--- src/design/mbd_pkg.sv ---
// Package for the message bundle deframer: payload structs, codes, sizing.
// Depends on nothing; used by every module of the block.
package mbd_pkg;

	localparam int BUFFER_BYTES = 4096;
	localparam int TAKEN_W = $clog2(BUFFER_BYTES + 1);

	localparam int QUEUE_DEPTH = 4;
	localparam int QPTR_W = $clog2(QUEUE_DEPTH);
	localparam int QCNT_W = $clog2(QUEUE_DEPTH + 1);

	typedef enum logic [1:0] {
		KIND_DESC    = 2'd0,
		KIND_PAYLOAD = 2'd1,
		KIND_VERDICT = 2'd2
	} kind_t;

	typedef enum logic [1:0] {
		ST_OK        = 2'd0,
		ST_ZERO_LEN  = 2'd1,
		ST_TRUNCATED = 2'd2,
		ST_TRAILING  = 2'd3
	} status_t;

	typedef struct packed {
		logic [7:0] data_byte;
		logic       last_byte;
	} item_t;

	typedef struct packed {
		logic [1:0]  kind;
		logic [7:0]  msg_index;
		logic [15:0] sequence_res;
		logic [15:0] payload_length;
		logic [7:0]  msg_type;
		logic [7:0]  payload_byte;
		logic [1:0]  status;
		logic        last;
	} result_t;

endpackage

--- src/design/message_bundle_deframer.sv ---
// Top level of the message bundle deframer: input register, deframing core, result queue.
// Depends on mbd_pkg, mbd_core and mbd_outq.
//
// Usage:
// - item channel: one datagram byte per transfer, last_byte set on its final byte.
//   The first byte of a datagram is the message count.
// - res channel: per message one descriptor (kind 0), then each payload byte
//   (kind 1); after the flagged byte a verdict (kind 2, last = 1).
// - Path: a result passes through the input register, then the result queue,
//   before it appears on res. A verdict caused with another result is queued
//   right behind it.
// - Throughput: one byte per cycle while res_ready stays high. Every byte yields
//   at most one result except the flagged byte, which can yield two; the
//   four-entry queue absorbs that extra result.
// - Stall: while res_ready is low the queue fills; the input register holds
//   its byte once fewer than two queue entries are free, and item_ready drops.
// - Reset: arst_n clears the queue and returns the parser to waiting for a
//   count byte; any partly received datagram is forgotten.
module message_bundle_deframer (
	input  logic             clk,
	input  logic             arst_n,
	input  logic             item_valid,
	output logic             item_ready,
	input  mbd_pkg::item_t   item,
	output logic             res_valid,
	input  logic             res_ready,
	output mbd_pkg::result_t res
);
	import mbd_pkg::*;

	item_t              item_s1;
	logic               valid_s1;
	logic               advance;
	logic               room;
	logic [QCNT_W-1:0]  q_count;
	result_t            core_res0, core_res1;
	logic [1:0]         core_count;
	logic [1:0]         push_count;

	// Advance the held byte only when the queue can take two results,
	// counting the entry that leaves this cycle.
	assign room       = (q_count <= QCNT_W'(QUEUE_DEPTH - 2)) ||
	                    ((q_count == QCNT_W'(QUEUE_DEPTH - 1)) && res_ready);
	assign advance    = valid_s1 && room;
	assign item_ready = !valid_s1 || advance;
	assign push_count = advance ? core_count : 2'd0;

	// Input register: load on every input transfer, drop valid once consumed.
	always_ff @(posedge clk or negedge arst_n) begin
		if (!arst_n) begin
			valid_s1 <= 1'b0;
		end else if (item_ready) begin
			valid_s1 <= item_valid;
		end
	end

	always_ff @(posedge clk) begin
		if (item_valid && item_ready)
			item_s1 <= item;
	end

	mbd_core u_core (
		.clk       (clk),
		.arst_n    (arst_n),
		.advance   (advance),
		.item_s1   (item_s1),
		.res0      (core_res0),
		.res1      (core_res1),
		.res_count (core_count)
	);

	mbd_outq u_outq (
		.clk        (clk),
		.arst_n     (arst_n),
		.push_count (push_count),
		.push0      (core_res0),
		.push1      (core_res1),
		.res_ready  (res_ready),
		.res_valid  (res_valid),
		.res        (res),
		.count      (q_count)
	);

endmodule

--- src/design/mbd_core.sv ---
// Deframing state machine: consumes one byte per advance, forms up to two results.
// Depends on mbd_pkg.
module mbd_core (
	input  logic            clk,
	input  logic            arst_n,
	input  logic            advance,
	input  mbd_pkg::item_t  item_s1,
	output mbd_pkg::result_t res0,
	output mbd_pkg::result_t res1,
	output logic [1:0]      res_count
);
	import mbd_pkg::*;

	typedef enum logic [2:0] {
		PH_COUNT   = 3'd0,
		PH_SEQ_LO  = 3'd1,
		PH_SEQ_HI  = 3'd2,
		PH_LEN_LO  = 3'd3,
		PH_LEN_HI  = 3'd4,
		PH_TYPE    = 3'd5,
		PH_PAYLOAD = 3'd6,
		PH_DONE    = 3'd7
	} phase_t;

	phase_t               phase_q, phase_d;
	logic [7:0]           msgs_left_q, msgs_left_d;
	logic [7:0]           idx_q, idx_d;
	logic [15:0]          seq_q, seq_d;
	logic [15:0]          len_q, len_d;
	logic [15:0]          pl_left_q, pl_left_d;
	logic [TAKEN_W-1:0]   taken_q, taken_d;
	status_t              err_q, err_d;

	logic [15:0]          pl_new;
	logic [7:0]           msgs_dec;
	status_t              verdict;
	result_t              vres;

	always_comb begin
		phase_d     = phase_q;
		msgs_left_d = msgs_left_q;
		idx_d       = idx_q;
		seq_d       = seq_q;
		len_d       = len_q;
		pl_left_d   = pl_left_q;
		taken_d     = taken_q;
		err_d       = err_q;
		res0        = '0;
		res1        = '0;
		res_count   = 2'd0;
		pl_new      = 16'd0;
		msgs_dec    = msgs_left_q - 8'd1;
		verdict     = ST_OK;
		vres        = '0;

		if (phase_q == PH_COUNT) begin
			msgs_left_d = item_s1.data_byte;
			idx_d       = 8'd0;
			seq_d       = 16'd0;
			len_d       = 16'd0;
			pl_left_d   = 16'd0;
			taken_d     = '0;
			err_d       = ST_OK;
			phase_d     = (item_s1.data_byte == 8'd0) ? PH_DONE : PH_SEQ_LO;
		end else if (err_q == ST_OK && taken_q < TAKEN_W'(BUFFER_BYTES)) begin
			taken_d = taken_q + TAKEN_W'(1);
			unique case (phase_q)
				PH_SEQ_LO: begin
					seq_d   = {8'd0, item_s1.data_byte};
					phase_d = PH_SEQ_HI;
				end
				PH_SEQ_HI: begin
					seq_d   = {item_s1.data_byte, seq_q[7:0]};
					phase_d = PH_LEN_LO;
				end
				PH_LEN_LO: begin
					len_d   = {8'd0, item_s1.data_byte};
					phase_d = PH_LEN_HI;
				end
				PH_LEN_HI: begin
					len_d   = {item_s1.data_byte, len_q[7:0]};
					phase_d = PH_TYPE;
				end
				PH_TYPE: begin
					if (len_q == 16'd0) begin
						err_d = ST_ZERO_LEN;
					end else begin
						pl_new              = len_q - 16'd1;
						pl_left_d           = pl_new;
						res0.kind           = KIND_DESC;
						res0.msg_index      = idx_q;
						res0.sequence_res   = seq_q;
						res0.payload_length = pl_new;
						res0.msg_type       = item_s1.data_byte;
						res_count           = 2'd1;
						if (pl_new == 16'd0) begin
							idx_d       = idx_q + 8'd1;
							msgs_left_d = msgs_dec;
							phase_d     = (msgs_dec == 8'd0) ? PH_DONE : PH_SEQ_LO;
						end else begin
							phase_d = PH_PAYLOAD;
						end
					end
				end
				PH_PAYLOAD: begin
					res0.kind         = KIND_PAYLOAD;
					res0.msg_index    = idx_q;
					res0.payload_byte = item_s1.data_byte;
					res_count         = 2'd1;
					pl_left_d         = pl_left_q - 16'd1;
					if (pl_left_d == 16'd0) begin
						idx_d       = idx_q + 8'd1;
						msgs_left_d = msgs_dec;
						phase_d     = (msgs_dec == 8'd0) ? PH_DONE : PH_SEQ_LO;
					end
				end
				default: begin
					err_d = ST_TRAILING;
				end
			endcase
		end

		if (item_s1.last_byte) begin
			if (err_d != ST_OK)
				verdict = err_d;
			else if (phase_d == PH_DONE)
				verdict = ST_OK;
			else
				verdict = ST_TRUNCATED;
			vres.kind   = KIND_VERDICT;
			vres.status = verdict;
			vres.last   = 1'b1;
			if (res_count == 2'd1)
				res1 = vres;
			else
				res0 = vres;
			res_count = res_count + 2'd1;
			phase_d   = PH_COUNT;
		end
	end

	always_ff @(posedge clk or negedge arst_n) begin
		if (!arst_n) begin
			phase_q     <= PH_COUNT;
			msgs_left_q <= '0;
			idx_q       <= '0;
			seq_q       <= '0;
			len_q       <= '0;
			pl_left_q   <= '0;
			taken_q     <= '0;
			err_q       <= ST_OK;
		end else if (advance) begin
			phase_q     <= phase_d;
			msgs_left_q <= msgs_left_d;
			idx_q       <= idx_d;
			seq_q       <= seq_d;
			len_q       <= len_d;
			pl_left_q   <= pl_left_d;
			taken_q     <= taken_d;
			err_q       <= err_d;
		end
	end

endmodule

--- src/design/mbd_outq.sv ---
// Result queue: takes zero to two results per cycle, hands out one per transfer.
// Depends on mbd_pkg.
module mbd_outq (
	input  logic                    clk,
	input  logic                    arst_n,
	input  logic [1:0]              push_count,
	input  mbd_pkg::result_t        push0,
	input  mbd_pkg::result_t        push1,
	input  logic                    res_ready,
	output logic                    res_valid,
	output mbd_pkg::result_t        res,
	output logic [mbd_pkg::QCNT_W-1:0] count
);
	import mbd_pkg::*;

	result_t            entry_q [QUEUE_DEPTH];
	logic [QPTR_W-1:0]  wr_ptr_q, rd_ptr_q;
	logic [QCNT_W-1:0]  count_q;
	logic               pop;
	logic [QPTR_W-1:0]  wr_next;

	assign res_valid = (count_q != '0);
	assign res       = entry_q[rd_ptr_q];
	assign count     = count_q;
	assign pop       = res_valid && res_ready;
	assign wr_next   = wr_ptr_q + QPTR_W'(1);

	always_ff @(posedge clk) begin
		if (push_count != 2'd0)
			entry_q[wr_ptr_q] <= push0;
		if (push_count == 2'd2)
			entry_q[wr_next] <= push1;
	end

	always_ff @(posedge clk or negedge arst_n) begin
		if (!arst_n) begin
			wr_ptr_q <= '0;
			rd_ptr_q <= '0;
			count_q  <= '0;
		end else begin
			wr_ptr_q <= wr_ptr_q + QPTR_W'(push_count);
			if (pop)
				rd_ptr_q <= rd_ptr_q + QPTR_W'(1);
			count_q <= count_q + QCNT_W'(push_count) - QCNT_W'(pop);
		end
	end

endmodule

--- config.mk ---
export PLATFORM = sky130hd
export DESIGN_NAME = message_bundle_deframer
export DESIGN_NICKNAME = d
export VERILOG_FILES = /design/src/design/mbd_pkg.sv /design/src/design/message_bundle_deframer.sv /design/src/design/mbd_core.sv /design/src/design/mbd_outq.sv
export SDC_FILE = /design/constraint.sdc
export NUM_CORES = 1
export LEC_CHECK = 0
export BUFFER_PORTS_ARGS = -buffer_cell sky130_fd_sc_hd__buf_4
export CAP_MARGIN = 20
export CORE_MARGIN = 1.5
export CORE_UTILIZATION = 60
export CTS_BUF_LIST = sky130_fd_sc_hd__clkbuf_16
export DETAILED_ROUTE_END_ITERATION = 16
export PLACE_DENSITY = 0.74
export SYNTH_ARGS = -nofsm -noshare
export SYNTH_HDL_FRONTEND = slang
export SYNTH_SLANG_ARGS = --single-unit
--- constraint.sdc ---
create_clock -name clk -period 4.7 [get_ports clk]
set_input_delay 0.235 -clock clk [delete_from_list [all_inputs] [get_ports clk]]
set_output_delay 0.235 -clock clk [all_outputs]
set_load 0.01 [all_outputs]
# ---- After elaboration in Yosys (flattened, before gate mapping)
# Memories as Yosys holds them, arrays and structs flattened.
# Index checks and enable logic that the tools add are counted.
dict set report classes {
  n_addsub 11
  multipliers 0
  div_mod_pow 0
  n_lt_le_gt_ge 2
  eq_ne 15
  n_shift 0
  muxes 59
  bitwise_logic 0
  reduce_logical 32
}
# cell count
set op_table {}
lappend op_table {{$mux 61} 4}
lappend op_table {{$mux 58} 2}
lappend op_table {{$mux 16} 7}
lappend op_table {{$pmux 16 s2} 3}
lappend op_table {{$mux 8} 11}
lappend op_table {{$logic_not 16->1} 3}
lappend op_table {{$mux 48} 1}
lappend op_table {{$mux 40} 1}
lappend op_table {{$pmux 8 s2} 2}
lappend op_table {{$sub 16x1->16 const B} 2}
lappend op_table {{$mux 13} 2}
lappend op_table {{$mux 3} 8}
lappend op_table {{$mux 2} 9}
lappend op_table {{$pmux 3 s6} 1}
lappend op_table {{$pmux 9 s2} 1}
lappend op_table {{$logic_not 8->1} 2}
lappend op_table {{$add 13x1->13 const B} 1}
lappend op_table {{$lt 13x13->1 const B} 1}
lappend op_table {{$eq 3x3->1 const B} 4}
lappend op_table {{$reduce_and 4->1} 3}
lappend op_table {{$reduce_bool 3->1} 4}
lappend op_table {{$reduce_bool 2->1} 5}
lappend op_table {{$eq 3x2->1 const B} 3}
lappend op_table {{$add 8x1->8 const B} 1}
lappend op_table {{other kinds (23)} 38}
dict set report totals {
  ff_bits 99
  latchBits 0
  ramBits 244
  mem_bits_ro 0
  inputBits 13
  out_inout_bits 63
  n_memories 1
}
# memory words word_bits rd rd_ports_with_merged_regs write_ports line
set memory_table {}
lappend memory_table {u_outq.entry_q 4 61 1 0 2 mbd_outq.sv:16} ;# result_t entry_q [QUEUE_DEPTH];

# ---- Depth between registers and ports, before layout
# Gate-level depths: netlist of run 1.
dict set report depth {
  depth_word 13
  mapped_depth 18
  depth_no_buf 14
}

# ---- Cells and area by module
# From an unflattened synthesis of run 1, not the netlist that was laid out.
dict set report hier_totals {
  hier_cells 1430
  hier_area_um2 18587.8
}
# mod instances cells_per_inst area_per_inst_um2 seq_area_each_um2
set modules_own_cells {}
lappend modules_own_cells {mbd_outq 1 634 12176.7 7502.2}
lappend modules_own_cells {mbd_core 1 777 6042.0 2052.0}
lappend modules_own_cells {message_bundle_deframer 1 19 369.1 295.3}

# ---- Least setup slack after synthesis of run 1
# No wires, ideal clock.
dict set report synth_path {
  path_type {register to register}
  start {register u_core.len_q[0]}
  end {memory u_outq.entry_q[3][0] (netlist name) (enable)}
  setup_time_ps 265
  t_arrival_ps 3859
  setup_slack_ps 576
  stages_incl_launch_ff 18
  path_buffers 4
  period_less_slack_ps 4124
  cell_sequence {dfrtp_1 > buf_2 > inv_1 > ha_1 > or4b_2 > nor4_2 > nor3_1 > nor2_2 > inv_1 > ha_1 > nand2_1 > o21ai_1 > and3_1 > clkbuf_1 > a21oi_1 > clkbuf_1 > clkbuf_1 > inv_1}
}
# element line
set synth_lines {}
lappend synth_lines {{from (decl)} mbd_core.sv:29} ;# logic [15:0] len_q, len_d;
lappend synth_lines {{from (signal assigned)} mbd_core.sv:157} ;# len_q <= len_d;
lappend synth_lines {{to (decl)} mbd_outq.sv:16}

==> qor.txt, run 1 <==
# rows -> 56
Vias in the first global route -> 11202
N_diodes -> 0
Residual DRC -> 0
Count of state elements after synthesis -> 339
CTS tree -> built
Final setup viols -> 0
Avg Inst Size Synth -> 10.2 um2
Status -> complete, no violations
Skew-Pair Late Insertion Delay -> 520 ps
First-pass GRT wire length -> 61300 um
Post-synth top flop -> dfxtp_1
Post-Layout Inst Area -> 16700 um2
Final hold vios -> 0
Area leader, netlist -> dfxtp_1
All-Layer GR Usage -> 30.2%
Gr ovfl total -> 0
Main area contributors after synthesis -> dfxtp_1 (31%), dfrtp_1 (15%), a22o_1 (9.3%)
CTS root buf -> clkbuf_16
PD cells -> 592 nW/um2
Number of flops mapped to enable cells by yosys -> 21
RePlAce Congestion -> 0.903
Fmax -> 0.229 GHz
RSZ-0062 raised after global routing -> no
YS warnings -> 0
Min-delay src -> res_ready
Peak supply drop -> 0.438 mV
Number of max-cap violations -> 0
Layout cells sized above 1 -> 16.3%
Synthesized net count -> 1462
1st-pass router iterations -> 5
I/O Pins -> 76
Clock sinks -> 339
Final HPWL DP -> 24900 um
Async SR Flop Fraction -> 26.5%
CTS H-tree lvls -> 2
Post-synth top cells -> dfxtp_1 (228), nand2_1 (222), o21ai_0 (170)
Largest net degree at the start of global routing -> 52
Critical Path RT -> 5150 ps
Antenna Nets Post-Route -> 0
Post-CTS Setup Inserts -> 0
Critical setup path kind -> flop to flop
Min Tclk post-route -> 4360 ps
Clock Skews -> 21.6 ps
Die Ht -> 159 um
Worst slew pin tran -> 1020 ps
Area grow syn2layout -> 14.3%
R2R Path Start -> u_core.len_q[1]
CTS Buf Count -> 36
Final Cycle Share -> 92.9%
FILL cells -> 1800
Final Max Tran Viols -> 0
DP Area -> 15600 um2
Placed Cells -> 1759
Critical Path Source -> u_core.len_q[1]
Synthesized area -> 14600 um2
Die area -> 25400 um2
Top-count cell post-synth -> dfxtp_1
Routed length per placed instance -> 20.8 um
Post-cts resize count -> 0
Clock Path Buffers -> 3
Pleak -> 6.72 nW
Reg area -> 7450 um2
Critical Path Sink Type -> flop
Clock-pin slew on the worst setup and hold paths -> 60 ps
Fin nets -> 1518
Synth top area share -> 31.2%
Via/cell ratio -> 6.26
Area of the multi-input gates -> 6750 um2
HP Class -> input pin to flop
Core Area -> 23700 um2
Mapped Cells -> 1433
Drt first-iter violations -> 1032
Layout Cells excl Fill -> 1835
Startpoint Class -> flop
Via count -> 11489
I/O Buffers -> 75
Total negative slack -> 0 ps
WL final -> 38100 um
Initial antenna violation count -> 0
Crit path max fanout -> 51
Critical Path AT -> 4810 ps
Initial core utilization -> 61.8%
DIE WIDTH -> 159 um
Synth cell types -> 61
Slew headroom -> 31.5%
Register area share after synthesis -> 50.9%
-- placed cells by master, fill, tap and decap left out, types with 34 or more instances in the layout --
cell type,synthesis,layout
o21ai_0,170,170
mux4_2,60,60
clkbuf_16,0,36
dfxtp_1,228,228
dfrtp_1,90,88
a22o_1,156,156
buf_4,2,100
nor2_1,85,81
a21oi_1,45,42
inv_1,27,34
nand2_1,222,222
-- flip-flops by register name, indices dropped and copies added, names as in the netlist --
| signal | count |
|---|---|
| u_core.seq_q | 16 |
| u_core.len_q | 16 |
| u_core.phase_q | 3 |
| u_core.msgs_left_q | 8 |
| u_core.idx_q | 8 |
| u_outq.rd_ptr_q | 2 |
| u_core.pl_left_q | 16 |
| u_core.taken_q | 13 |
| u_outq.wr_ptr_q | 2 |
| u_core.err_q | 2 |
| item_s1 | 9 |
| u_outq.count | 3 |
| u_outq.entry_q | 240 |
| valid_s1 | 1 |
-- kinds of logic (layout without fill, tap and decap cells) --
group | Yosys count | count (layout) | share of synthesized area [%]
DFF | 339 | 339 | 50.9
muxes | 62 | 62 | 9.37
buffers and inverters | 126 | 209 | 3.34
and+or+nand+nor | 444 | 444 | 14.2
adders and majority gates | 16 | 16 | 1.42
xor gates and xnor gates | 30 | 30 | 1.79
AOI/OAI and AO/OA | 416 | 416 | 19.0
-- final timing paths --
kind / cells after the start / endpoint / slack, ps
min reg2reg: 2 / u_outq.entry_q[2][22] / 450
min: 3 / u_outq.rd_ptr_q[0] / 110
min in group asynchronous: 2 / u_core.pl_left_q[5] / 260
max in group asynchronous: 3 / u_outq.rd_ptr_q[1] / 3280
max: 15 / u_outq.entry_q[3][58] / 340
max reg2reg: 15 / u_outq.entry_q[3][58] / 340
-- worst max-delay path, stage by stage (launching register included) --
cell and delay (ps):
dfrtp_1 410, inv_1 130, ha_1 170, or4b_2 600
nor4_2 350, nor3_1 120, buf_4 190, nor2_2 340
inv_1 190, ha_1 230, nand2_1 140, o21ai_1 190
and3_1 370, a21oi_4 310, buf_12 310, a22o_1 190
-- report_power, final --
group          switching (mW)  internal (mW)  total (mW)
sequential              0.768           3.43        4.20
clock                    1.15           1.45        2.60
combinational            1.84           1.27        3.11
-- stage by stage --
| step | setup WS [ps] | utilization, % | hold WS [ps] | power, mW |
|---|---|---|---|---|
| after floorplan | 576 | - | -60.6 | 6.23 |
| after global placement | 613 | 65.7 | 271 | 7.20 |
| after detailed placement | 478 | 65.7 | 272 | 7.30 |
| after CTS | 427 | 70.7 | 102 | 9.90 |
| after global routing | 11.7 | 70.7 | 137 | 10.5 |
| final | 336 | 70.7 | 108 | 9.91 |
-- cell type report --
class	count	area share (%)
multi-input combinational	968	40.3
clock inverter	29	0.972
clock buffer	36	5.38
inverter	27	0.605
tap	319	2.38
timing repair buffer	117	5.81
sequential	339	44.5
-- layer usage --
layer,vias up,wire length [um],track usage (%)
li1,5329,-,-
met1,5663,16500,41.4
met2,424,18200,49.9
met3,73,2360,4.48
met4,0,1030,9.52
met5,-,0,0
-- repair_timing --
item / in CTS / in global routing
hold buffers: 11 / 0
endpoints found under the hold margin: 54 / 0
setup endpoints to repair: 0 / 0
Note: power is estimated with default switching activity, not from simulation.
==> run 2: changes to the inputs <==
--- a/config.mk
+++ b/config.mk
@@ -8,10 +8,10 @@
 export BUFFER_PORTS_ARGS = -buffer_cell sky130_fd_sc_hd__buf_4
 export CAP_MARGIN = 20
 export CORE_MARGIN = 1.5
-export CORE_UTILIZATION = 60
+export CORE_UTILIZATION = 55
 export CTS_BUF_LIST = sky130_fd_sc_hd__clkbuf_16
 export DETAILED_ROUTE_END_ITERATION = 16
-export PLACE_DENSITY = 0.74
+export PLACE_DENSITY = 0.69
 export SYNTH_ARGS = -nofsm -noshare
 export SYNTH_HDL_FRONTEND = slang
 export SYNTH_SLANG_ARGS = --single-unit
==> constraint.sdc (replaced) <==
create_clock -name clk -period 4.7 [get_ports clk]
set_input_delay 0.235 -clock clk [delete_from_list [all_inputs] [get_ports clk]]
set_output_delay 0.235 -clock clk [all_outputs]
set_load 0.1 [all_outputs]
==> qor.txt, run 2 (synthesized netlist as in run 1, its figures left out) <==
Status -> complete, no violations
Initial antenna violation count -> 0 (unchanged)
RSZ-0062 raised after global routing -> no
I/O Pins -> 76 (unchanged)
Area grow syn2layout -> 15.8%
Clock sinks -> 339 (unchanged)
CTS tree -> built
Via count -> 11539 (+0.44%)
Reg area -> 7450 um2 (unchanged)
Critical Path RT -> 5160 ps (about the same)
CTS root buf -> clkbuf_16
Critical Path AT -> 4680 ps (-130 ps)
Critical Path Source -> u_core.len_q[1]
R2R Path End -> u_outq.entry_q[3][54]
Number of max-cap violations -> 0 (unchanged)
Fin nets -> 1524 (+0.40%)
Residual DRC -> 0 (unchanged)
Largest register FFs -> 240 (unchanged)
Pleak -> 6.81 nW (+1.3%)
Most common cell after layout, fill and taps aside -> dfxtp_1
Routed length per placed instance -> 20.9 um (+0.83%)
Min Tclk post-route -> 4230 ps (-137 ps)
Crit path capture -> u_outq.entry_q[3][54]
1st-pass router iterations -> 6 (+1)
Final HPWL DP -> 25000 um (+0.59%)
R2R Path Start -> u_core.len_q[1]
DIE WIDTH -> 166 um (+4.4%)
Critical Path Sink Type -> flop
DP Area -> 15600 um2 (+0.16%)
All-Layer GR Usage -> 28.3% (-1.9 points)
Net Sw Power -> 4.40 mW (+17%)
CTS H-tree lvls -> 2 (unchanged)
Via/cell ratio -> 6.21 (-0.86%)
Slew headroom -> 39.4% (+7.9 points)
Reg2Reg Depth -> 15 (unchanged)
Commonest cells after routing, fill and taps aside -> dfxtp_1 (228), nand2_1 (222), o21ai_0 (170)
Clock Skews -> 14.3 ps (-7.31 ps)
Drt first-iter violations -> 950 (-7.9%)
Sequential power share -> 38.3% (-4.1 points)
HP Class -> input pin to flop
Logic gate share of total power -> 34.5% (+3.1 points)
Skew-Pair Late Insertion Delay -> 530 ps (about the same)
Die area -> 27600 um2 (+8.9%)
Largest net degree at the start of global routing -> 55 (+5.8%)
Area of the multi-input gates -> 6750 um2 (unchanged)
Gr ovfl total -> 0 (unchanged)
Critical setup path kind -> flop to flop
Clock Path Buffers -> 3 (unchanged)
I/O Buffers -> 75 (unchanged)
# rows -> 59 (+5.4%)
Final hold vios -> 0 (unchanged)
Switch share -> 40.5% (+2.5 points)
RePlAce Congestion -> 0.910 (+0.79%)
First-pass GRT wire length -> 62600 um (+2.0%)
Startpoint Class -> flop
Final Cycle Share -> 89.9% (-2.9 points)
Core Area -> 26100 um2 (+10%)
Pint -> 6.47 mW (+5.2%)
Worst hold slack -> 117 ps (+8.85 ps)
Worst slew pin tran -> 909 ps (-115 ps)
FILL cells -> 2079 (+16%)
Fmax -> 0.237 GHz (+3.2%)
Final setup viols -> 0 (unchanged)
PD cells -> 641 nW/um2 (+8.3%)
Top reg by flops -> u_outq.entry_q
Post-CTS Setup Inserts -> 0 (unchanged)
Total negative slack -> 0 ps (unchanged)
CTS Buf Count -> 37 (+2.8%)
Peak supply drop -> 0.571 mV (+31%)
Post-Layout Inst Area -> 17000 um2 (+1.3%)
Clock Power Share -> 27.2% (+0.9 points)
R2R setup slack -> 470 ps (+140 ps)
N_diodes -> 0 (unchanged)
WL final -> 38900 um (+2.1%)
Vias in the first global route -> 11461 (+2.3%)
Clock-pin slew on the worst setup and hold paths -> 60 ps (about the same)
Final Max Tran Viols -> 0 (unchanged)
Layout cells sized above 1 -> 17.1% (+0.77 points)
Die Ht -> 166 um (+4.4%)
Crit path max fanout -> 49 (-3.9%)
Initial core utilization -> 56.2% (-5.6 points)
Antenna Nets Post-Route -> 0 (unchanged)
[run 2: cell types whose count changed in the layout (fill, tap and decap cells not counted)]
cell and change:
inv_16 +1, inv_1 -4, clkinv_1 -1, buf_12 -2, inv_6 -1, inv_4 -2
bufinv_16 +3, clkbuf_16 +4, buf_4 +7, clkinv_2 +2, clkinvlp_4 +1
[run 2: worst min-delay path by stage]
stage                          from             endpoint  slack, ps  cells after the start
after global routing      res_ready   u_outq.rd_ptr_q[0]        140                      3
final                     res_ready   u_outq.rd_ptr_q[0]        120                      3
after global placement       arst_n  u_core.pl_left_q[7]        330                      1
after floorplan              arst_n      u_core.err_q[0]        -60                      0
after detailed placement     arst_n  u_core.pl_left_q[4]        330                      1
after CTS                 res_ready   u_outq.rd_ptr_q[0]        100                      3
[run 2: critical path, cell delays in order (launching register included)]
cell and delay, ps:
dfrtp_1 410, inv_1 120, ha_1 160, or4b_2 600, nor4_2 340, nor3_1 110
buf_4 200, nor2_2 310, inv_1 180, ha_1 220, nand2_1 110, o21ai_1 190
and3_1 280, a21oi_4 360, buf_12 320, a22o_1 190
[run 2: layout make-up]
cell class | count | share of cell area, %
flip-flops and latches | 339 | 43.9
multi-input cells | 968 | 39.8
clock buffers | 40 | 5.90
repair buffers | 122 | 5.81
well taps | 335 | 2.47
clock inverters | 28 | 1.48
inverters | 27 | 0.598
[run 2: per-layer routing]
layer	global-route usage, %	vias up	share of wire [%]
met5	0	-	0
met3	3.72	76	5.7
met4	8.93	0	2.6
met1	37.9	5730	43
li1	-	5345	-
met2	47.8	388	49
[run 2: through the flow]
step | power (mW) | cells | setup WS, ps | utilization [%]
final | 10.9 | 1859 | 473 | 65.1
after global routing | 11.5 | 1859 | 126 | 65.1
after CTS | 10.9 | 1858 | 500 | 65.1
after detailed placement | 7.92 | 1779 | 536 | 59.8
after global placement | 7.85 | 1778 | 583 | 59.8
after floorplan | 6.84 | 1433 | 576 | -
[run 2: what timing repair did]
item,in CTS,in global routing
hold buffers,11,0
hold endpoints to repair,63,0
gates resized for setup,0,0
[run 2: power groups by stage]
stage	Sequential (mW)	Clock, mW	Combinational, mW
after detailed placement	4.21	0	3.72
after global routing	4.25	3.11	4.09
after CTS	4.16	3.00	3.74
after global placement	4.18	0	3.66
after floorplan	3.80	0	3.04
final	4.17	2.95	3.75
==> run 3: changes to the inputs <==
--- a/config.mk
+++ b/config.mk
@@ -12,6 +12,8 @@
 export CTS_BUF_LIST = sky130_fd_sc_hd__clkbuf_16
 export DETAILED_ROUTE_END_ITERATION = 16
 export PLACE_DENSITY = 0.69
+export REMOVE_ABC_BUFFERS = 1
+export SKIP_CTS_REPAIR_TIMING = 1
 export SYNTH_ARGS = -nofsm -noshare
 export SYNTH_HDL_FRONTEND = slang
 export SYNTH_SLANG_ARGS = --single-unit
==> qor.txt, run 3 (synthesized netlist as in run 1, its figures left out) <==
Largest register FFs -> 240 (unchanged)
Skew-Pair Late Insertion Delay -> 520 ps (about the same)
Min Tclk post-route -> 4290 ps (+59.9 ps)
Final setup viols -> 0 (unchanged)
All-Layer GR Usage -> 28.2% (-0.14 points)
Gr ovfl total -> 0 (unchanged)
CTS root buf -> clkbuf_16
Finished Core Util -> 65.2% (+0.13 points)
First-pass GRT wire length -> 62000 um (-0.89%)
Reg2Reg Depth -> 14 (-1)
CTS tree -> built
Routed length per placed instance -> 21.2 um (+1.3%)
Clock sinks -> 339 (unchanged)
Most common cell after layout, fill and taps aside -> dfxtp_1
Commonest cells after routing, fill and taps aside -> dfxtp_1 (228), nand2_1 (222), o21ai_0 (170)
RSZ-0062 raised after global routing -> no
PD cells -> 648 nW/um2 (+1.1%)
# rows -> 59 (unchanged)
R2R Path Start -> u_core.len_q[0]
Drt first-iter violations -> 965 (+1.6%)
Fin nets -> 1525 (+0.066%)
Worst slew pin tran -> 1110 ps (+204 ps)
Hold path endpoint -> u_outq.rd_ptr_q[0]
Largest net degree at the start of global routing -> 59 (+7.3%)
Final HPWL DP -> 25100 um (+0.27%)
I/O Buffers -> 75 (unchanged)
Via/cell ratio -> 6.20 (about the same)
DIE WIDTH -> 166 um (unchanged)
Antenna Nets Post-Route -> 0 (unchanged)
HP Class -> input pin to flop
Worst slack, placed -> 305 ps (-230 ps)
Min-delay src -> res_ready
Total negative slack -> 0 ps (unchanged)
R2R setup slack -> 410 ps (-60 ps)
Area grow syn2layout -> 16.1%
Critical Path AT -> 4740 ps (+60 ps)
Slew headroom -> 25.2% (-14 points)
Final Cycle Share -> 91.2% (+1.3 points)
Worst hold slack -> 118 ps (+0.905 ps)
Pleak -> 6.82 nW (+0.18%)
Clock-pin slew on the worst setup and hold paths -> 60 ps (about the same)
N_diodes -> 0 (unchanged)
Via count -> 11533 (-0.052%)
Vias in the first global route -> 11274 (-1.6%)
Top reg by flops -> u_outq.entry_q
Number of max-cap violations -> 0 (unchanged)
Critical Path RT -> 5150 ps (about the same)
1st-pass router iterations -> 5 (-1)
Critical Path Sink Type -> flop
Core Area -> 26100 um2 (unchanged)
Worst setup margin -> 413 ps (-59.9 ps)
Status -> complete, no violations
Layout cells sized above 1 -> 17.6% (+0.52 points)
Initial antenna violation count -> 0 (unchanged)
Critical Path Max Stage Delay -> 910 ps (+310 ps)
Final Max Tran Viols -> 0 (unchanged)
Final hold vios -> 0 (unchanged)
Die Ht -> 166 um (unchanged)
Crit path max fanout -> 25 (-49%)
RePlAce Congestion -> 0.915 (+0.54%)
Initial core utilization -> 56.2% (unchanged)
Peak supply drop -> 0.629 mV (+10%)
Fmax -> 0.233 GHz (-1.4%)
Crit path max-delay cell type -> nor3_1
Worst-path cell chain -> inv_1 > ha_1 > or4b_2 > nor4_2 > nor3_1 > nor2_4 > inv_1 > ha_1 > nand2_1 > o21ai_1 > nand2_1 > nor2_2 > buf_4 > a22o_1
Critical setup path kind -> flop to flop
Worst hold stages -> 3 (unchanged)
Residual DRC -> 0 (unchanged)
Final Power -> 11.0 mW (+1.3%)
CTS H-tree lvls -> 2 (unchanged)
WL final -> 39400 um (+1.3%)
Die area -> 27600 um2 (unchanged)
Startpoint Class -> flop
FILL cells -> 2105 (+1.3%)
I/O Pins -> 76 (unchanged)
R2R Path End -> u_outq.entry_q[2][47]
CTS Buf Count -> 37 (unchanged)
Clock Skews -> 19.0 ps (+4.78 ps)
Clock Path Buffers -> 3 (unchanged)
-- run 3: changes by cell type in the layout (fill, tap and decap cells not counted), sizes merged --
cell      previous run  this run
inv                 32        36
clkbuf              40        38
clkinv              18        11
bufinv               4         7
clkinvlp             1         2
buf                111       112
-- run 3: where the power goes --
group          switching (mW)  leakage [nW]  internal, mW  total [mW]
clock                    1.19         0.645          1.87        3.06
combinational            2.51          2.98          1.29        3.80
sequential              0.729          3.19          3.43        4.16
-- run 3: per-layer routing --
metal  vias to the layer above  track usage, %  share of wire [%]
li1                       5346               -                  -
met1                      5705            38.0                 43
met2                       426            47.2                 48
met3                        56            4.89                7.0
met4                         0            7.36                1.9
met5                         -               0                  0
-- run 3: layout make-up --
| type | count | area (um2) | area share, % |
|---|---|---|---|
| Clock buffer | 38 | 951 | 5.60 |
| Clock inverter | 29 | 333 | 1.96 |
| Inverter | 27 | 101 | 0.596 |
| Multi-Input combinational cell | 968 | 6760 | 39.8 |
| Sequential cell | 339 | 7450 | 43.9 |
| Tap cell | 335 | 419 | 2.47 |
| Timing Repair Buffer | 123 | 976 | 5.74 |
-- run 3: critical path: cells and delay by family, from the launching register on --
kind,cells,cell delay [ps]
and+or+nand+nor,7,2080
buffers and inverters,3,700
DFF,1,540
AOI/OAI and AO/OA,2,480
adders and majority gates,2,410
-- run 3: worst max path at each step --
stage,slack [ps],end,startpoint,cells after the start
2_1_floorplan,-1050,u_outq.entry_q[3][0],u_core.len_q[0],13
3_3_place_gp,440,u_outq.entry_q[1][57],u_core.len_q[0],11
3_5_place_dp,310,u_outq.entry_q[2][57],u_core.len_q[0],11
4_1_cts,250,u_outq.entry_q[2][54],u_core.len_q[0],11
5_1_grt,30,u_outq.entry_q[2][42],u_core.len_q[0],14
6_report,410,u_outq.entry_q[2][47],u_core.len_q[0],14
-- run 3: stage by stage --
step | area (um2) | cells
floorplan | 14300 | 1334
global placement | 15600 | 1781
detailed placement | 15600 | 1781
CTS | 16900 | 1848
global route | 17000 | 1859
finish | 17000 | 1859
